$ cat src/rtl/core/contiguous_chunk_counter_unit_assert.svh
// Assertion macros for the contiguous chunk counter.
// Included by the RTL modules that carry concurrent assertions; needs no package.
`ifndef CONTIGUOUS_CHUNK_COUNTER_UNIT_ASSERT_SVH
`define CONTIGUOUS_CHUNK_COUNTER_UNIT_ASSERT_SVH

// Property that holds at every clock edge outside reset
`define CCC_ASSERT_ALWAYS(label, clk, rst_n, prop, msg) \
    label: assert property (@(posedge clk) disable iff (!rst_n) (prop)) \
        else $error(msg);

// Consequent that holds in the cycle after the antecedent
`define CCC_ASSERT_NEXT(label, clk, rst_n, ante, cons, msg) \
    label: assert property (@(posedge clk) disable iff (!rst_n) (ante) |=> (cons)) \
        else $error(msg);

`endif

$ cat src/rtl/core/ccc_pkg.sv
// Shared types and constants for the contiguous chunk counter.
// No dependencies; imported by every module of the block.
`default_nettype none

package ccc_pkg;

    localparam int DIM_W      = 31;
    localparam int CNT_W      = 32;
    localparam int PROD_W     = CNT_W + DIM_W;
    localparam int MUL_STEPS  = DIM_W;
    localparam int DIV_STEPS  = CNT_W;
    localparam int STEP_CNT_W = 5;

    localparam logic [CNT_W-1:0] COUNT_SAT = {CNT_W{1'b1}};

    typedef enum logic [1:0] {
        ST_IDLE,
        ST_RUN,
        ST_DIV2,
        ST_DONE
    } ccc_state_t;

endpackage

`default_nettype wire

$ cat src/rtl/core/ccc_mul.sv
// Bit-serial shift-add multiplier, one multiplier bit per cycle, LSB first.
// Depends on ccc_pkg for widths and step count.
`default_nettype none

module ccc_mul
    import ccc_pkg::*;
(
    input  wire logic              clk,
    input  wire logic              rst_n,
    input  wire logic              start,
    input  wire logic [CNT_W-1:0]  a,
    input  wire logic [DIM_W-1:0]  b,
    output logic                   busy,
    output logic [PROD_W-1:0]      prod
);

    logic [CNT_W-1:0]      a_reg;
    logic [CNT_W-1:0]      hi_reg, hi_next;
    logic [DIM_W-1:0]      lo_reg, lo_next;
    logic [STEP_CNT_W-1:0] cnt_reg, cnt_next;
    logic                  busy_reg, busy_next;
    logic [CNT_W:0]        sum;

    // Add the multiplicand under the current multiplier bit, then shift right
    always_comb
    begin
        sum       = {1'b0, hi_reg} + (lo_reg[0] ? {1'b0, a_reg} : '0);
        hi_next   = hi_reg;
        lo_next   = lo_reg;
        cnt_next  = cnt_reg;
        busy_next = busy_reg;
        if (start)
        begin
            hi_next   = '0;
            lo_next   = b;
            cnt_next  = STEP_CNT_W'(MUL_STEPS - 1);
            busy_next = 1'b1;
        end
        else if (busy_reg)
        begin
            hi_next = sum[CNT_W:1];
            lo_next = {sum[0], lo_reg[DIM_W-1:1]};
            if (cnt_reg == '0)
            begin
                busy_next = 1'b0;
            end
            else
            begin
                cnt_next = cnt_reg - STEP_CNT_W'(1);
            end
        end
    end

    // Sequence control
    always_ff @(posedge clk or negedge rst_n)
    begin
        if (!rst_n)
        begin
            cnt_reg  <= '0;
            busy_reg <= 1'b0;
        end
        else
        begin
            cnt_reg  <= cnt_next;
            busy_reg <= busy_next;
        end
    end

    // Operand and partial product shift registers
    always_ff @(posedge clk)
    begin
        if (start)
        begin
            a_reg <= a;
        end
        hi_reg <= hi_next;
        lo_reg <= lo_next;
    end

    assign busy = busy_reg;
    assign prod = {hi_reg, lo_reg};

endmodule

`default_nettype wire

$ cat src/rtl/core/ccc_div.sv
// Bit-serial restoring divider, one quotient bit per cycle, MSB first.
// Depends on ccc_pkg for widths and step count.
`default_nettype none

module ccc_div
    import ccc_pkg::*;
(
    input  wire logic              clk,
    input  wire logic              rst_n,
    input  wire logic              start,
    input  wire logic [CNT_W-1:0]  num,
    input  wire logic [DIM_W-1:0]  den,
    output logic                   busy,
    output logic [CNT_W-1:0]       quo
);

    logic [DIM_W-1:0]      den_reg;
    logic [DIM_W-1:0]      rem_reg, rem_next;
    logic [CNT_W-1:0]      quo_reg, quo_next;
    logic [STEP_CNT_W-1:0] cnt_reg, cnt_next;
    logic                  busy_reg, busy_next;
    logic [CNT_W-1:0]      trial;
    logic [CNT_W-1:0]      diff;
    logic                  fits;

    // Bring down the next dividend bit and subtract where the divisor fits
    always_comb
    begin
        trial     = {rem_reg, quo_reg[CNT_W-1]};
        diff      = trial - {1'b0, den_reg};
        fits      = trial >= {1'b0, den_reg};
        rem_next  = rem_reg;
        quo_next  = quo_reg;
        cnt_next  = cnt_reg;
        busy_next = busy_reg;
        if (start)
        begin
            rem_next  = '0;
            quo_next  = num;
            cnt_next  = STEP_CNT_W'(DIV_STEPS - 1);
            busy_next = 1'b1;
        end
        else if (busy_reg)
        begin
            rem_next = fits ? diff[DIM_W-1:0] : trial[DIM_W-1:0];
            quo_next = {quo_reg[CNT_W-2:0], fits};
            if (cnt_reg == '0)
            begin
                busy_next = 1'b0;
            end
            else
            begin
                cnt_next = cnt_reg - STEP_CNT_W'(1);
            end
        end
    end

    // Sequence control
    always_ff @(posedge clk or negedge rst_n)
    begin
        if (!rst_n)
        begin
            cnt_reg  <= '0;
            busy_reg <= 1'b0;
        end
        else
        begin
            cnt_reg  <= cnt_next;
            busy_reg <= busy_next;
        end
    end

    // Divisor, remainder and quotient shift registers
    always_ff @(posedge clk)
    begin
        if (start)
        begin
            den_reg <= den;
        end
        rem_reg <= rem_next;
        quo_reg <= quo_next;
    end

    assign busy = busy_reg;
    assign quo  = quo_reg;

endmodule

`default_nettype wire

$ cat src/rtl/core/contiguous_chunk_counter_unit.sv
// Contiguous chunk counter top level: sequencer, state and result register.
// Depends on ccc_pkg, ccc_mul, ccc_div and contiguous_chunk_counter_unit_assert.svh.
//
// Takes array dimension sizes one item at a time, fastest varying first, and on
// the item flagged last_dim delivers how many contiguous chunks of at most
// max_pixels pixels cover the array. One item is worked on at a time; a result
// waiting in the output register does not block the next item. Timing comes
// from two bit-serial units: a 31-step shift-add multiplier and a 32-step
// restoring divider. An item before the break runs the multiply alongside the
// limit/stride divide; the dimension that breaks the stride then runs a second
// divide for its chunk count; an item after the break runs one multiply. With
// a zero limit or a saturated count an item uses neither unit. A last item
// whose result finds the output register still full waits until it drains.
// max_pixels is taken only while no item is in progress, and an item offered
// together with a limit write is held off until the write has landed.
`default_nettype none

`include "contiguous_chunk_counter_unit_assert.svh"

module contiguous_chunk_counter_unit
    import ccc_pkg::*;
(
    input  wire logic              clk,
    input  wire logic              rst_n,
    // configuration write channel
    input  wire logic              cfg_valid,
    output logic                   cfg_ready,
    input  wire logic [DIM_W-1:0]  max_pixels,
    // dimension item channel
    input  wire logic              in_valid,
    output logic                   in_stall,
    input  wire logic [DIM_W-1:0]  dim_size,
    input  wire logic              last_dim,
    // result item channel
    output logic                   out_valid,
    input  wire logic              out_stall,
    output logic [CNT_W-1:0]       chunk_count,
    output logic                   invalid_limit,
    output logic                   count_overflow
);

    ccc_state_t state_reg, state_next;

    logic [DIM_W-1:0]  max_reg;
    logic [DIM_W-1:0]  dim_reg;
    logic              last_reg;
    logic [DIM_W-1:0]  stride_reg, stride_next;
    logic [CNT_W-1:0]  count_reg, count_next;
    logic              broken_reg, broken_next;
    logic              ovf_reg, ovf_next;

    logic              out_valid_reg, out_valid_next;
    logic [CNT_W-1:0]  chunk_count_reg;
    logic              invalid_reg;
    logic              overflow_reg;

    logic              in_accept;
    logic              out_free;
    logic              out_load;
    logic              limit_zero;
    logic              units_done;
    logic              prod_over;
    logic [DIM_W-1:0]  inc;

    logic              mul_start;
    logic [CNT_W-1:0]  mul_a;
    logic              mul_busy;
    logic [PROD_W-1:0] mul_prod;

    logic              div_start;
    logic [CNT_W-1:0]  div_num;
    logic [DIM_W-1:0]  div_den;
    logic              div_busy;
    logic [CNT_W-1:0]  div_quo;

    // Handshake terms; hold items back while a limit write is offered
    assign in_stall   = (state_reg != ST_IDLE) || cfg_valid;
    assign cfg_ready  = (state_reg == ST_IDLE);
    assign in_accept  = in_valid && !in_stall;
    assign out_free   = !out_valid_reg || !out_stall;
    assign limit_zero = (max_reg == '0);
    assign units_done = !mul_busy && !div_busy;

    // Stride product beyond the limit; chunk step is limit/stride, at least one
    assign prod_over = (mul_prod[PROD_W-1:DIM_W] != '0) || (mul_prod[DIM_W-1:0] > max_reg);
    assign inc       = ((stride_reg == '0) || (div_quo == '0)) ? DIM_W'(1) : div_quo[DIM_W-1:0];

    // Next state
    always_comb
    begin
        state_next = state_reg;
        unique case (state_reg)
            ST_IDLE:
            begin
                if (in_accept)
                begin
                    if (limit_zero || (broken_reg && ovf_reg))
                    begin
                        state_next = ST_DONE;
                    end
                    else
                    begin
                        state_next = ST_RUN;
                    end
                end
            end
            ST_RUN:
            begin
                if (units_done)
                begin
                    state_next = (!broken_reg && prod_over) ? ST_DIV2 : ST_DONE;
                end
            end
            ST_DIV2:
            begin
                if (!div_busy)
                begin
                    state_next = ST_DONE;
                end
            end
            ST_DONE:
            begin
                if (!last_reg || out_free)
                begin
                    state_next = ST_IDLE;
                end
            end
            default:
            begin
                state_next = ST_IDLE;
            end
        endcase
    end

    // Unit starts, operands and state updates
    always_comb
    begin
        mul_start   = 1'b0;
        mul_a       = broken_reg ? count_reg : {1'b0, stride_reg};
        div_start   = 1'b0;
        div_num     = {1'b0, max_reg};
        div_den     = stride_reg;
        stride_next = stride_reg;
        count_next  = count_reg;
        broken_next = broken_reg;
        ovf_next    = ovf_reg;
        out_load    = 1'b0;
        unique case (state_reg)
            ST_IDLE:
            begin
                if (in_accept && !limit_zero)
                begin
                    mul_start = !(broken_reg && ovf_reg);
                    div_start = !broken_reg;
                end
            end
            ST_RUN:
            begin
                if (units_done)
                begin
                    if (!broken_reg)
                    begin
                        if (prod_over)
                        begin
                            div_start = 1'b1;
                            div_num   = {1'b0, dim_reg} - CNT_W'(1);
                            div_den   = inc;
                        end
                        else
                        begin
                            stride_next = mul_prod[DIM_W-1:0];
                        end
                    end
                    else if (mul_prod[PROD_W-1:CNT_W] != '0)
                    begin
                        count_next = COUNT_SAT;
                        ovf_next   = 1'b1;
                    end
                    else
                    begin
                        count_next = mul_prod[CNT_W-1:0];
                    end
                end
            end
            ST_DIV2:
            begin
                if (!div_busy)
                begin
                    count_next  = div_quo + CNT_W'(1);
                    broken_next = 1'b1;
                end
            end
            ST_DONE:
            begin
                if (last_reg && out_free)
                begin
                    out_load    = 1'b1;
                    stride_next = DIM_W'(1);
                    count_next  = CNT_W'(1);
                    broken_next = 1'b0;
                    ovf_next    = 1'b0;
                end
            end
            default:
            begin
                out_load = 1'b0;
            end
        endcase
    end

    // Result register: load on a finished array, drop when taken
    always_comb
    begin
        if (out_load)
        begin
            out_valid_next = 1'b1;
        end
        else if (!out_stall)
        begin
            out_valid_next = 1'b0;
        end
        else
        begin
            out_valid_next = out_valid_reg;
        end
    end

    // Control and array state
    always_ff @(posedge clk or negedge rst_n)
    begin
        if (!rst_n)
        begin
            state_reg     <= ST_IDLE;
            max_reg       <= DIM_W'(1);
            stride_reg    <= DIM_W'(1);
            count_reg     <= CNT_W'(1);
            broken_reg    <= 1'b0;
            ovf_reg       <= 1'b0;
            out_valid_reg <= 1'b0;
        end
        else
        begin
            state_reg     <= state_next;
            stride_reg    <= stride_next;
            count_reg     <= count_next;
            broken_reg    <= broken_next;
            ovf_reg       <= ovf_next;
            out_valid_reg <= out_valid_next;
            if (cfg_valid && cfg_ready)
            begin
                max_reg <= max_pixels;
            end
        end
    end

    // Item and result payload
    always_ff @(posedge clk)
    begin
        if (in_accept)
        begin
            dim_reg  <= dim_size;
            last_reg <= last_dim;
        end
        if (out_load)
        begin
            chunk_count_reg <= limit_zero ? '0 : count_reg;
            invalid_reg     <= limit_zero;
            overflow_reg    <= !limit_zero && ovf_reg;
        end
    end

    ccc_mul u_mul (
        .clk   (clk),
        .rst_n (rst_n),
        .start (mul_start),
        .a     (mul_a),
        .b     (dim_size),
        .busy  (mul_busy),
        .prod  (mul_prod)
    );

    ccc_div u_div (
        .clk   (clk),
        .rst_n (rst_n),
        .start (div_start),
        .num   (div_num),
        .den   (div_den),
        .busy  (div_busy),
        .quo   (div_quo)
    );

    assign out_valid      = out_valid_reg;
    assign chunk_count    = chunk_count_reg;
    assign invalid_limit  = invalid_reg;
    assign count_overflow = overflow_reg;

    `CCC_ASSERT_ALWAYS(a_count_one_before_break, clk, rst_n,
        broken_reg || (count_reg == CNT_W'(1)), "count moved before any break")
    `CCC_ASSERT_ALWAYS(a_saturated_count, clk, rst_n,
        !ovf_reg || (count_reg == COUNT_SAT), "overflow flag without saturated count")
    `CCC_ASSERT_ALWAYS(a_div2_only_unbroken, clk, rst_n,
        (state_reg != ST_DIV2) || !broken_reg, "chunk divide after the break")
    `CCC_ASSERT_NEXT(a_clear_after_result, clk, rst_n, out_load,
        out_valid_reg && !broken_reg && (stride_reg == DIM_W'(1)), "state not cleared")

endmodule

`default_nettype wire

$ cat config.mk
export PLATFORM = sky130hd
export DESIGN_NAME = contiguous_chunk_counter_unit
export DESIGN_NICKNAME = d
export VERILOG_FILES = /design/src/rtl/core/ccc_pkg.sv /design/src/rtl/core/ccc_mul.sv /design/src/rtl/core/ccc_div.sv /design/src/rtl/core/contiguous_chunk_counter_unit.sv
export VERILOG_INCLUDE_DIRS = /design/src /design/src/rtl/core
export SDC_FILE = /design/constraint.sdc
export NUM_CORES = 1
export LEC_CHECK = 0
export BUFFER_PORTS_ARGS = -buffer_cell sky130_fd_sc_hd__buf_2
export CORE_UTILIZATION = 29
export CTS_CLUSTER_DIAMETER = 40
export DETAILED_ROUTE_END_ITERATION = 7
export MAX_ROUTING_LAYER = met4
export PLACE_DENSITY_LB_ADDON = 0.1
export RECOVER_POWER = 50
export SKIP_CTS_REPAIR_TIMING = 1
export SLEW_MARGIN = 20
export SYNTH_ARGS = -nofsm -noshare
export SYNTH_HDL_FRONTEND = slang
export SYNTH_SLANG_ARGS = --single-unit
$ cat constraint.sdc
create_clock -name clk -period 3.8 [get_ports clk]
set_clock_uncertainty 0.05 [all_clocks]
set_input_delay 0.19 -clock clk [delete_from_list [all_inputs] [get_ports clk]]
set_output_delay 0.19 -clock clk [all_outputs]
set_load 0.1 [all_outputs]
==> flow_metrics.env, run 1 <==
export IMPL_synth_cell_types=79
export IMPL_remaining_drc_errors=0
export IMPL_p_seq_share_pct=31.0
export IMPL_fin_crit_ns=3.60
export IMPL_syn_nets=2276
export IMPL_fin_setup_tns_ns=0
export IMPL_drt_total_wl_um=65300
export IMPL_dp_worst_setup_slack_ns=0.203
export IMPL_cts_inserted_buffers=80
export IMPL_io_buffers=104
export IMPL_vias=16300
export IMPL_grt_usage_pct=18.9
export IMPL_fillCellCount=7161
export IMPL_drtIter0Drc=934
export IMPL_start_util_pct=29.3
export IMPL_worstMarginPinSlew_ns=3.20
export IMPL_startpoint="u_div.den_reg[22]$_DFFE_PP_"
export IMPL_wl_met3_um=2460
export IMPL_cts_root_buf="clkbuf_16"
export IMPL_async_flop_share_pct=30.3
export IMPL_netlist_instances=2101
export IMPL_fin_nets=2466
export IMPL_cts_sinks=366
export IMPL_multiInputGateArea_um2=9860
export IMPL_cellPowerDensity_nw_per_um2=925
export IMPL_drtAntennaViolNets=0
export IMPL_synthFlopType="edfxtp_1"
export IMPL_endpoint="u_div.rem_reg[30]$_SDFFE_PP0P_"
export IMPL_syn_to_final_growth_pct=24.1
export IMPL_swShare_pct=41.1
export IMPL_min_path_type="in -> reg"
export IMPL_met1Wirelength_um=30900
export IMPL_core_area_um2=70000
export IMPL_cts_clk_slew_worst_paths_ns=0.05
export IMPL_grt_max_degree=69
export IMPL_drive_gt1_share_pct=12.6
export IMPL_fin_area_um2=25500
export IMPL_worstSetupPathType="reg -> reg"
export IMPL_synthTopCellsByArea="edfxtp_1 (28%), dfrtp_1 (13%), ha_1 (6.4%)"
export IMPL_grt_overflow=0
export IMPL_slew_viol_final=188
export IMPL_top_layer="met4"
export IMPL_clockPowerShare_pct=29.1
export IMPL_antenna_found_initial=0
export IMPL_p_comb_share_pct=39.8
export IMPL_design_portCount=105
export IMPL_gp_congestion=0.865
export IMPL_avgSynthCellArea_um2=9.76
export IMPL_hold_viol_final=0
export IMPL_ir_worst_vdd_mv=0.414
export IMPL_drt_wirelength_per_cell_um=19.8
export IMPL_dpl_cell_area_um2=22200
export IMPL_yosys_warnings=0
export IMPL_grt_pass1_wl_um=99800
export IMPL_dieArea_um2=71800
export IMPL_p_int_w=0.0139
export IMPL_rows=97
export IMPL_reg2reg_slack_ns=0.20
export IMPL_max_freq_mhz=278
export IMPL_fin_ws_ns=0.202
export IMPL_vias_per_cell=4.93
export IMPL_synth_edf_count=192
export IMPL_htree_levels=3
export IMPL_violations="max-capacitance violations, max-slew violations"
export IMPL_r2r_end="u_div.rem_reg[30]$_SDFFE_PP0P_"
export IMPL_min_period_over_period_pct=94.7
export IMPL_synth_top_cell_by_area="edfxtp_1"
export IMPL_power_leakage_nw=10.5
export IMPL_wl_met2_um=29800
export IMPL_dieHeight_um=268
export IMPL_clock_latency_ns=0.61
export IMPL_yosysTopAreaCellShare_pct=28.1
export IMPL_start_kind="flip-flop"
export IMPL_placedCellCount=3082
export IMPL_status="finished with violations"
export IMPL_r2r_worst_path_cells=10
export IMPL_cap_violations=5
export IMPL_slew_headroom_pct=-114
export IMPL_yosysSeqAreaShare_pct=47.8
export IMPL_rsz0062_at_grt="no"
export IMPL_ys_ff_latch=366
export IMPL_critPathArrivalTime_ns=4.08
export IMPL_register_area_um2=9810
export IMPL_setup_viol=0
export IMPL_clockBufferDepth=3
export IMPL_drtPass1Iterations=7
export IMPL_cts_tree="yes"
export IMPL_synth_area_um2=20500
export IMPL_dpl_hpwl_um=48700
export IMPL_worst_path_max_fanout=14
export IMPL_p_sw_w=0.00968
export IMPL_required_ns=4.28
export IMPL_rr_startpoint="u_div.den_reg[22]$_DFFE_PP_"
export IMPL_die_w_um=268
export IMPL_final_cells=3299
export IMPL_first_global_vias=16300
export IMPL_worstSetupEndpointType="flip-flop"
## synth_stat cells, types with 7 or more instances
master / count
a21oi_1: 164
o21a_1: 16
o221ai_1: 8
o211ai_1: 9
nor2_1: 167
o21ai_0: 122
nor3_1: 32
dfxtp_1: 63
nor4_1: 32
mux2_2: 69
nand3_1: 32
clkbuf_1: 78
o21bai_1: 8
buf_1: 12
xor2_1: 49
buf_2: 18
mux2i_1: 20
edfxtp_1: 192
a211oi_1: 10
nand2b_1: 10
xnor2_1: 66
nor2b_1: 37
or3_1: 10
and2_1: 42
nand4_1: 27
a21o_1: 51
dfrtp_1: 108
a31oi_1: 7
ha_1: 105
o2bb2ai_1: 15
and3_1: 12
nand2_1: 264
inv_1: 112
a22o_1: 32
## placed cells by master (no fill, tap or decap), drive strengths merged, types with 9 or more instances in the layout
cell type / count
edfxtp: 192
and2: 42
and3: 12
a22o: 32
clkinv: 22
nor2: 167
nand2: 264
or3: 10
o21a: 16
clkinvlp: 10
dfxtp: 63
mux2i: 20
xor2: 49
clkbuf: 168
nor4: 35
nor3: 37
dlygate4sd3: 65
buf: 78
o2bb2ai: 15
a21o: 51
nand4: 28
ha: 105
dfrtp: 108
xnor2: 66
nand2b: 11
a211oi: 10
o211ai: 9
nor2b: 37
a21oi: 166
nand3: 33
o21ai: 123
inv: 130
mux2: 69
## worst max-delay path, stage by stage (launching register included)
cell      delay, ns
edfxtp_1       0.38
inv_1          0.11
ha_1           0.30
and3_1         0.22
and2_1         0.17
a221oi_1       0.57
o21ai_0        0.22
o21ai_0        0.24
a22o_1         0.31
and3_1         0.70
a221o_1        0.26
## final cells by class
type                       instances  area share (%)
antenna                            1         0.00983
tap                              940            4.62
clock buffer                      93            8.26
sequential                       366            38.5
inverter                         112            1.66
multi-input combinational       1513            38.7
timing repair buffer             218            5.95
clock inverter                    56            2.22
## cells by family after synthesis
| group | count (synthesis) | synth area share (%) |
|---|---|---|
| xor+xnor | 115 | 4.91 |
| simple gates | 706 | 16.5 |
| buf+inv | 222 | 4.23 |
| fa+ha+maj | 107 | 6.60 |
| flops | 366 | 47.8 |
| mux | 89 | 4.76 |
| compound gates | 496 | 15.2 |
## worst min-delay path by stage
stage | startpoint | endpoint | slack, ns | depth (start not counted)
2_1_floorplan | rst_n | broken_reg$_DFFE_PN0P_ | -0.16 | 0
3_3_place_gp | rst_n | max_reg[1]$_DFFE_PN0P_ | 0.26 | 1
3_5_place_dp | rst_n | max_reg[1]$_DFFE_PN0P_ | 0.26 | 1
4_1_cts | rst_n | max_reg[1]$_DFFE_PN0P_ | -0.40 | 1
5_1_grt | in_valid | last_reg$_DFFE_PP_ | 0.13 | 3
6_report | in_valid | last_reg$_DFFE_PP_ | 0.14 | 3
## per-stage QoR
step	utilization, %	power (W)	hold slack (ns)
floorplan	-	0.0136	-0.156
global placement	31.8	0.0167	0.258
detailed placement	31.8	0.0168	0.261
CTS	35.6	0.0238	-0.395
global route	36.3	0.0251	0.128
finish	36.3	0.0235	0.137
## metal layers
layer	vias up	global-route usage [%]
met1	7891	24.8
met4	0	7.72
met2	343	29.2
li1	7930	-
met5	-	-
met3	109	2.68
## power groups by stage
stage,clock network (W),registers (W),logic [W]
floorplan,0,0.00717,0.00643
global placement,0,0.00735,0.00931
detailed placement,0,0.00736,0.00940
CTS,0.00703,0.00730,0.00945
global route,0.00721,0.00747,0.0104
finish,0.00686,0.00731,0.00938
Power figures use the tool's default switching activity.
==> inputs of run 2 (changes only) <==
Settings changed: CORE_UTILIZATION 29 to 56.
==> run 2 against run 1 <==
Sequential power fell by 2%. Critical path type unchanged. Clock power fell by 25%. Via count rose by 1.7%. The flow finishes with violations (design-rule violations, max-capacitance violations, max-slew violations). Power fell by 8.5%. Non-clock buffer count fell by 1. Register-to-register slack got worse by 0.07 ns. Critical path depth fell by 1. Global-route usage rose by 12 points. Highest routed layer unchanged. Die area fell by 48%.
==> flow_metrics.env, run 2 (synthesis results as in run 1) <==
export IMPL_status="finished with violations"
export IMPL_violations="design-rule violations, max-capacitance violations, max-slew violations"
export IMPL_reg2reg_slack_ns=0.14
export IMPL_grt_max_degree=79
export IMPL_drt_total_wl_um=56700
export IMPL_critPathArrivalTime_ns=4.12
export IMPL_fin_setup_tns_ns=0
export IMPL_cp_cell_sequence="nor4_1 > nand4_1 > nor2_2 > clkbuf_1 > or3_2 > buf_4 > and3_1 > a32oi_1 > o21ai_0"
export IMPL_hp_start="last_dim"
export IMPL_slew_headroom_pct=-35.9
export IMPL_remaining_drc_errors=6
export IMPL_slew_viol_final=205
export IMPL_cts_tree="yes"
export IMPL_ir_worst_vdd_mv=0.527
export IMPL_vias_per_cell=5.97
export IMPL_htree_levels=2
export IMPL_drtAntennaViolNets=0
export IMPL_final_common_cell="nand2_1"
export IMPL_fin_crit_ns=3.66
export IMPL_min_period_over_period_pct=96.4
export IMPL_start_util_pct=57.3
export IMPL_fin_nets=2439
export IMPL_cts_clk_slew_worst_paths_ns=0.06
export IMPL_io_buffers=104
export IMPL_worstMarginPinSlew_ns=2.04
export IMPL_die_w_um=193
export IMPL_worstSetupEndpointType="flip-flop"
export IMPL_rsz0062_at_grt="no"
export IMPL_rows=69
export IMPL_dp_worst_setup_slack_ns=0.361
export IMPL_fin_area_um2=24000
export IMPL_drt_wirelength_per_cell_um=20.5
export IMPL_required_ns=4.25
export IMPL_worst_path_max_fanout=18
export IMPL_final_cell_mix="nand2_1 (264), edfxtp_1 (192), nor2_1 (166), a21oi_1 (164), o21ai_0 (122)"
export IMPL_hold_viol_final=0
export IMPL_slowest_stage="clkbuf_1"
export IMPL_cts_root_buf="clkbuf_16"
export IMPL_fillCellCount=2844
export IMPL_grt_pass1_wl_um=87600
export IMPL_grt_most_used_layer="met2"
export IMPL_cts_inserted_buffers=54
export IMPL_met2_usage_pct=47.7
export IMPL_core_area_um2=35800
export IMPL_dieHeight_um=193
export IMPL_gp_congestion=0.940
export IMPL_grt_usage_pct=30.6
export IMPL_min_path_type="in -> reg"
export IMPL_hold_end="last_reg$_DFFE_PP_"
export IMPL_syn_to_final_growth_pct=16.9
export IMPL_vias=16500
export IMPL_cellPowerDensity_nw_per_um2=899
export IMPL_drtIter0Drc=1393
export IMPL_dieArea_um2=37400
export IMPL_worst_path_largest_cell_delay_ns=0.82
export IMPL_setup_viol=0
export IMPL_design_portCount=105
export IMPL_r2r_end="u_div.rem_reg[15]$_SDFFE_PP0P_"
export IMPL_use_met3_pct=3.66
export IMPL_antenna_found_initial=0
export IMPL_grt_overflow=0
export IMPL_fin_util_pct=66.9
export IMPL_max_freq_mhz=273
export IMPL_dpl_cell_area_um2=21600
export IMPL_cts_sinks=366
export IMPL_power_leakage_nw=10.1
export IMPL_start_kind="flip-flop"
export IMPL_drive_gt1_share_pct=10.8
export IMPL_cap_violations=5
export IMPL_grt_util_met1_pct=41.5
export IMPL_clock_latency_ns=0.61
export IMPL_multiInputGateArea_um2=9850
export IMPL_first_global_vias=15900
export IMPL_clockBufferDepth=3
export IMPL_fin_ws_ns=0.136
export IMPL_worstSetupPathType="reg -> reg"
export IMPL_rr_startpoint="max_reg[16]$_DFFE_PN0P_"
export IMPL_holdPathStages=2
export IMPL_dpl_hpwl_um=40800
export IMPL_drtPass1Iterations=8
export IMPL_r2r_worst_path_cells=9
export IMPL_register_area_um2=9810
run 2: metrics by stage:
step	total power [W]	hold slack, ns	instances
2_1_floorplan	0.0136	-0.156	2101
6_report	0.0215	0.250	2773
4_1_cts	0.0215	-0.373	2706
5_1_grt	0.0228	0.253	2771
3_3_place_gp	0.0160	0.280	2604
3_5_place_dp	0.0163	0.276	2604
run 2: metal layers:
| layer | wire length [um] | part of all wire [%] | vias up |
|---|---|---|---|
| li1 | - | - | 7841 |
| met5 | 0 | 0 | - |
| met1 | 24800 | 44 | 7925 |
| met2 | 26100 | 46 | 644 |
| met4 | 2040 | 3.6 | 0 |
| met3 | 3780 | 6.7 | 138 |
run 2: worst max-delay path: cells and delay by family, from the launching register on:
kind	cells	cell delay (ns)
AO/OA/AOI/OAI	2	0.25
buffers and inverters	2	1.06
AND/OR/NAND/NOR	5	1.78
flip-flops	1	0.40
run 2: worst max-delay path by stage:
stage                     cells past startpoint  slack [ns]                             end                 startpoint
after detailed placement                     12        0.36   u_mul.hi_reg[31]$_SDFFE_PP0P_  u_mul.lo_reg[0]$_DFFE_PP_
after CTS                                    12        0.32   u_mul.hi_reg[31]$_SDFFE_PP0P_  u_mul.lo_reg[0]$_DFFE_PP_
after floorplan                               9        0.08      u_div.den_reg[0]$_DFFE_PP_   state_reg[0]$_DFFE_PN0P_
after global placement                       11        0.40   u_mul.hi_reg[31]$_SDFFE_PP0P_  u_mul.lo_reg[0]$_DFFE_PP_
after global routing                          9        0.06  u_div.rem_reg[15]$_SDFFE_PP0P_    max_reg[16]$_DFFE_PN0P_
final                                         9        0.14  u_div.rem_reg[15]$_SDFFE_PP0P_    max_reg[16]$_DFFE_PN0P_
run 2: power by group:
group          leakage, nW  internal [W]  total (W)  switching [W]
clock                0.925       0.00316    0.00517        0.00201
sequential            3.69       0.00583    0.00719        0.00136
combinational         5.49       0.00356    0.00920        0.00564
run 2: layout make-up:
type	count	area share [%]
Antenna cell	2	0.0209
Clock buffer	64	6.10
Clock inverter	38	1.76
Inverter	112	1.76
Multi-Input combinational cell	1513	41.1
Sequential cell	366	40.9
Tap cell	461	2.41
Timing Repair Buffer	217	5.94
==> inputs of run 3 (changes only) <==
Settings changed: GPL_TIMING_DRIVEN from default to 0.
==> run 3 against run 2 <==
Clock-buffer cell count fell by 1. Combinational power rose by 4.0%. Via count rose by 1.6%. Core utilization rose by 0.52 points. Global-route usage rose by 2.1 points. Final area rose by 0.77%. The flow still finishes with violations (design-rule violations, max-capacitance violations, max-slew violations). Non-clock buffer count rose by 68. Sequential share of layout area fell by 0.31 points. Routed wire length rose by 6.3%. Sequential power fell by 2%. Flip-flop and latch count did not move. Maximum frequency fell by 1.2%.
==> flow_metrics.env, run 3 (synthesis results as in run 1) <==
export IMPL_startpoint="u_mul.lo_reg[30]$_DFFE_PP_"
export IMPL_endpoint="u_div.den_reg[30]$_DFFE_PP_"
export IMPL_p_seq_share_pct=32.7
export IMPL_fin_util_pct=67.4
export IMPL_whs_ns=0.0924
export IMPL_core_area_um2=35800
export IMPL_start_util_pct=57.3
export IMPL_hold_viol_final=0
export IMPL_grt_overflow=0
export IMPL_slew_viol_final=47
export IMPL_vias=16800
export IMPL_grt_util_met1_pct=42.9
export IMPL_cts_sinks=366
export IMPL_drtIter0Drc=1583
export IMPL_worstSetupEndpointType="flip-flop"
export IMPL_slew_headroom_pct=-90.6
export IMPL_cts_inserted_buffers=53
export IMPL_power_w=0.0216
export IMPL_slowest_stage="edfxtp_1"
export IMPL_r2r_worst_path_cells=10
export IMPL_die_w_um=193
export IMPL_worstMarginPinSlew_ns=2.86
export IMPL_fin_setup_tns_ns=0
export IMPL_cp_cell_sequence="ha_1 > nand4_1 > nor4_2 > nand2_1 > nor3_1 > nand2_1 > nand3_2 > buf_2 > buf_2 > o21ai_0"
export IMPL_rr_startpoint="u_mul.lo_reg[30]$_DFFE_PP_"
export IMPL_clock_latency_ns=0.60
export IMPL_status="finished with violations"
export IMPL_drt_total_wl_um=60300
export IMPL_start_kind="flip-flop"
export IMPL_cp_num_cells=10
export IMPL_io_buffers=104
export IMPL_antenna_found_initial=1
export IMPL_vias_per_cell=5.92
export IMPL_grt_most_used_layer="met2"
export IMPL_path_delay_family="simple AND/OR/NAND/NOR gates"
export IMPL_htree_levels=2
export IMPL_max_freq_mhz=270
export IMPL_power_leakage_nw=10.1
export IMPL_r2r_end="u_div.den_reg[30]$_DFFE_PP_"
export IMPL_critPathArrivalTime_ns=3.94
export IMPL_ir_worst_vdd_mv=0.618
export IMPL_dpl_hpwl_um=45600
export IMPL_use_met3_pct=4.45
export IMPL_setup_viol=0
export IMPL_drive_gt1_share_pct=10.7
export IMPL_grt_pass1_wl_um=91500
export IMPL_path_buf_inv=2
export IMPL_min_path_type="in -> reg"
export IMPL_worstSetupPathType="reg -> reg"
export IMPL_dieHeight_um=193
export IMPL_final_common_cell="nand2_1"
export IMPL_violations="design-rule violations, max-capacitance violations, max-slew violations"
export IMPL_met2_usage_pct=51.5
export IMPL_grt_max_degree=66
export IMPL_final_cells=2838
export IMPL_cap_violations=1
export IMPL_cts_clk_slew_worst_paths_ns=0.06
export IMPL_cts_tree="yes"
export IMPL_drtAntennaViolNets=0
export IMPL_p_comb_share_pct=44.4
export IMPL_fin_nets=2506
export IMPL_worst_path_max_fanout=10
export IMPL_drtPass1Iterations=8
export IMPL_gp_congestion=0.995
export IMPL_grt_usage_pct=32.7
export IMPL_min_period_over_period_pct=97.6
export IMPL_clockPowerShare_pct=22.9
export IMPL_first_global_vias=16100
export IMPL_rows=69
export IMPL_required_ns=4.03
export IMPL_drt_wirelength_per_cell_um=21.3
export IMPL_dieArea_um2=37400
export IMPL_placedCellCount=2671
export IMPL_syn_to_final_growth_pct=17.8
export IMPL_worst_path_largest_cell_delay_ns=0.57
export IMPL_p_int_w=0.0123
export IMPL_cellPowerDensity_nw_per_um2=892
export IMPL_clockBufferDepth=3
export IMPL_p_sw_w=0.00923
export IMPL_swShare_pct=42.8
export IMPL_design_portCount=105
export IMPL_remaining_drc_errors=3
export IMPL_final_cell_mix="nand2_1 (263), edfxtp_1 (192), nor2_1 (166), a21oi_1 (164), clkbuf_1 (146)"
export IMPL_reg2reg_slack_ns=0.09
export IMPL_fin_crit_ns=3.71
export IMPL_cts_root_buf="clkbuf_16"
-- run 3: power by group through the flow --
stage	sequential [W]	combinational (W)	clock, W
after floorplan	0.00717	0.00643	0
after global placement	0.00705	0.00904	0
after detailed placement	0.00708	0.00931	0
after CTS	0.00701	0.00937	0.00498
after global routing	0.00718	0.0105	0.00515
final	0.00705	0.00957	0.00493
-- run 3: how the worst min path moves through the flow --
| stage | start | to | slack [ns] | cells after the start |
|---|---|---|---|---|
| 5_1_grt | cfg_valid | max_reg[30]$_DFFE_PN0P_ | 0.09 | 3 |
| 4_1_cts | rst_n | count_reg[5]$_DFFE_PN0P_ | -0.53 | 1 |
| 3_5_place_dp | rst_n | count_reg[5]$_DFFE_PN0P_ | 0.11 | 1 |
| 6_report | cfg_valid | max_reg[30]$_DFFE_PN0P_ | 0.09 | 3 |
| 2_1_floorplan | rst_n | broken_reg$_DFFE_PN0P_ | -0.16 | 0 |
| 3_3_place_gp | dim_size[26] | dim_reg[26]$_DFFE_PP_ | 0.33 | 1 |
-- run 3: layout make-up --
type	count	area (um^2)
fill	2838	11700
inverter	112	423
sequential	366	9810
timing repair buffer	177	1190
clock inverter	37	359
buffer	108	452
multi-input combinational	1513	9900
clock buffer	63	1450
tap	461	577
antenna	1	2.50
-- run 3: worst register-to-register path, delay by kind of cell, from the launching register on --
| family | cells | cell delay (ns) |
|---|---|---|
| AOI/OAI and AO/OA | 1 | 0.24 |
| adders and majority gates | 1 | 0.43 |
| buffers and inverters | 2 | 0.67 |
| DFF | 1 | 0.57 |
| and+or+nand+nor | 6 | 1.42 |
-- run 3: per-stage QoR --
stage          instance area (um^2)  setup slack [ns]
2_1_floorplan                 20500            0.0805
3_3_place_gp                  21600            -0.970
3_5_place_dp                  21700            -0.765
4_1_cts                       23500            -0.806
5_1_grt                       24200          -0.00691
6_report                      24200            0.0915
-- run 3: layer usage --
layer,wire [um],up-vias,part of all wire [%]
met4,2250,0,3.7
li1,-,7991,-
met5,0,-,0
met2,28100,717,47
met1,25800,7953,43
met3,4150,145,6.9
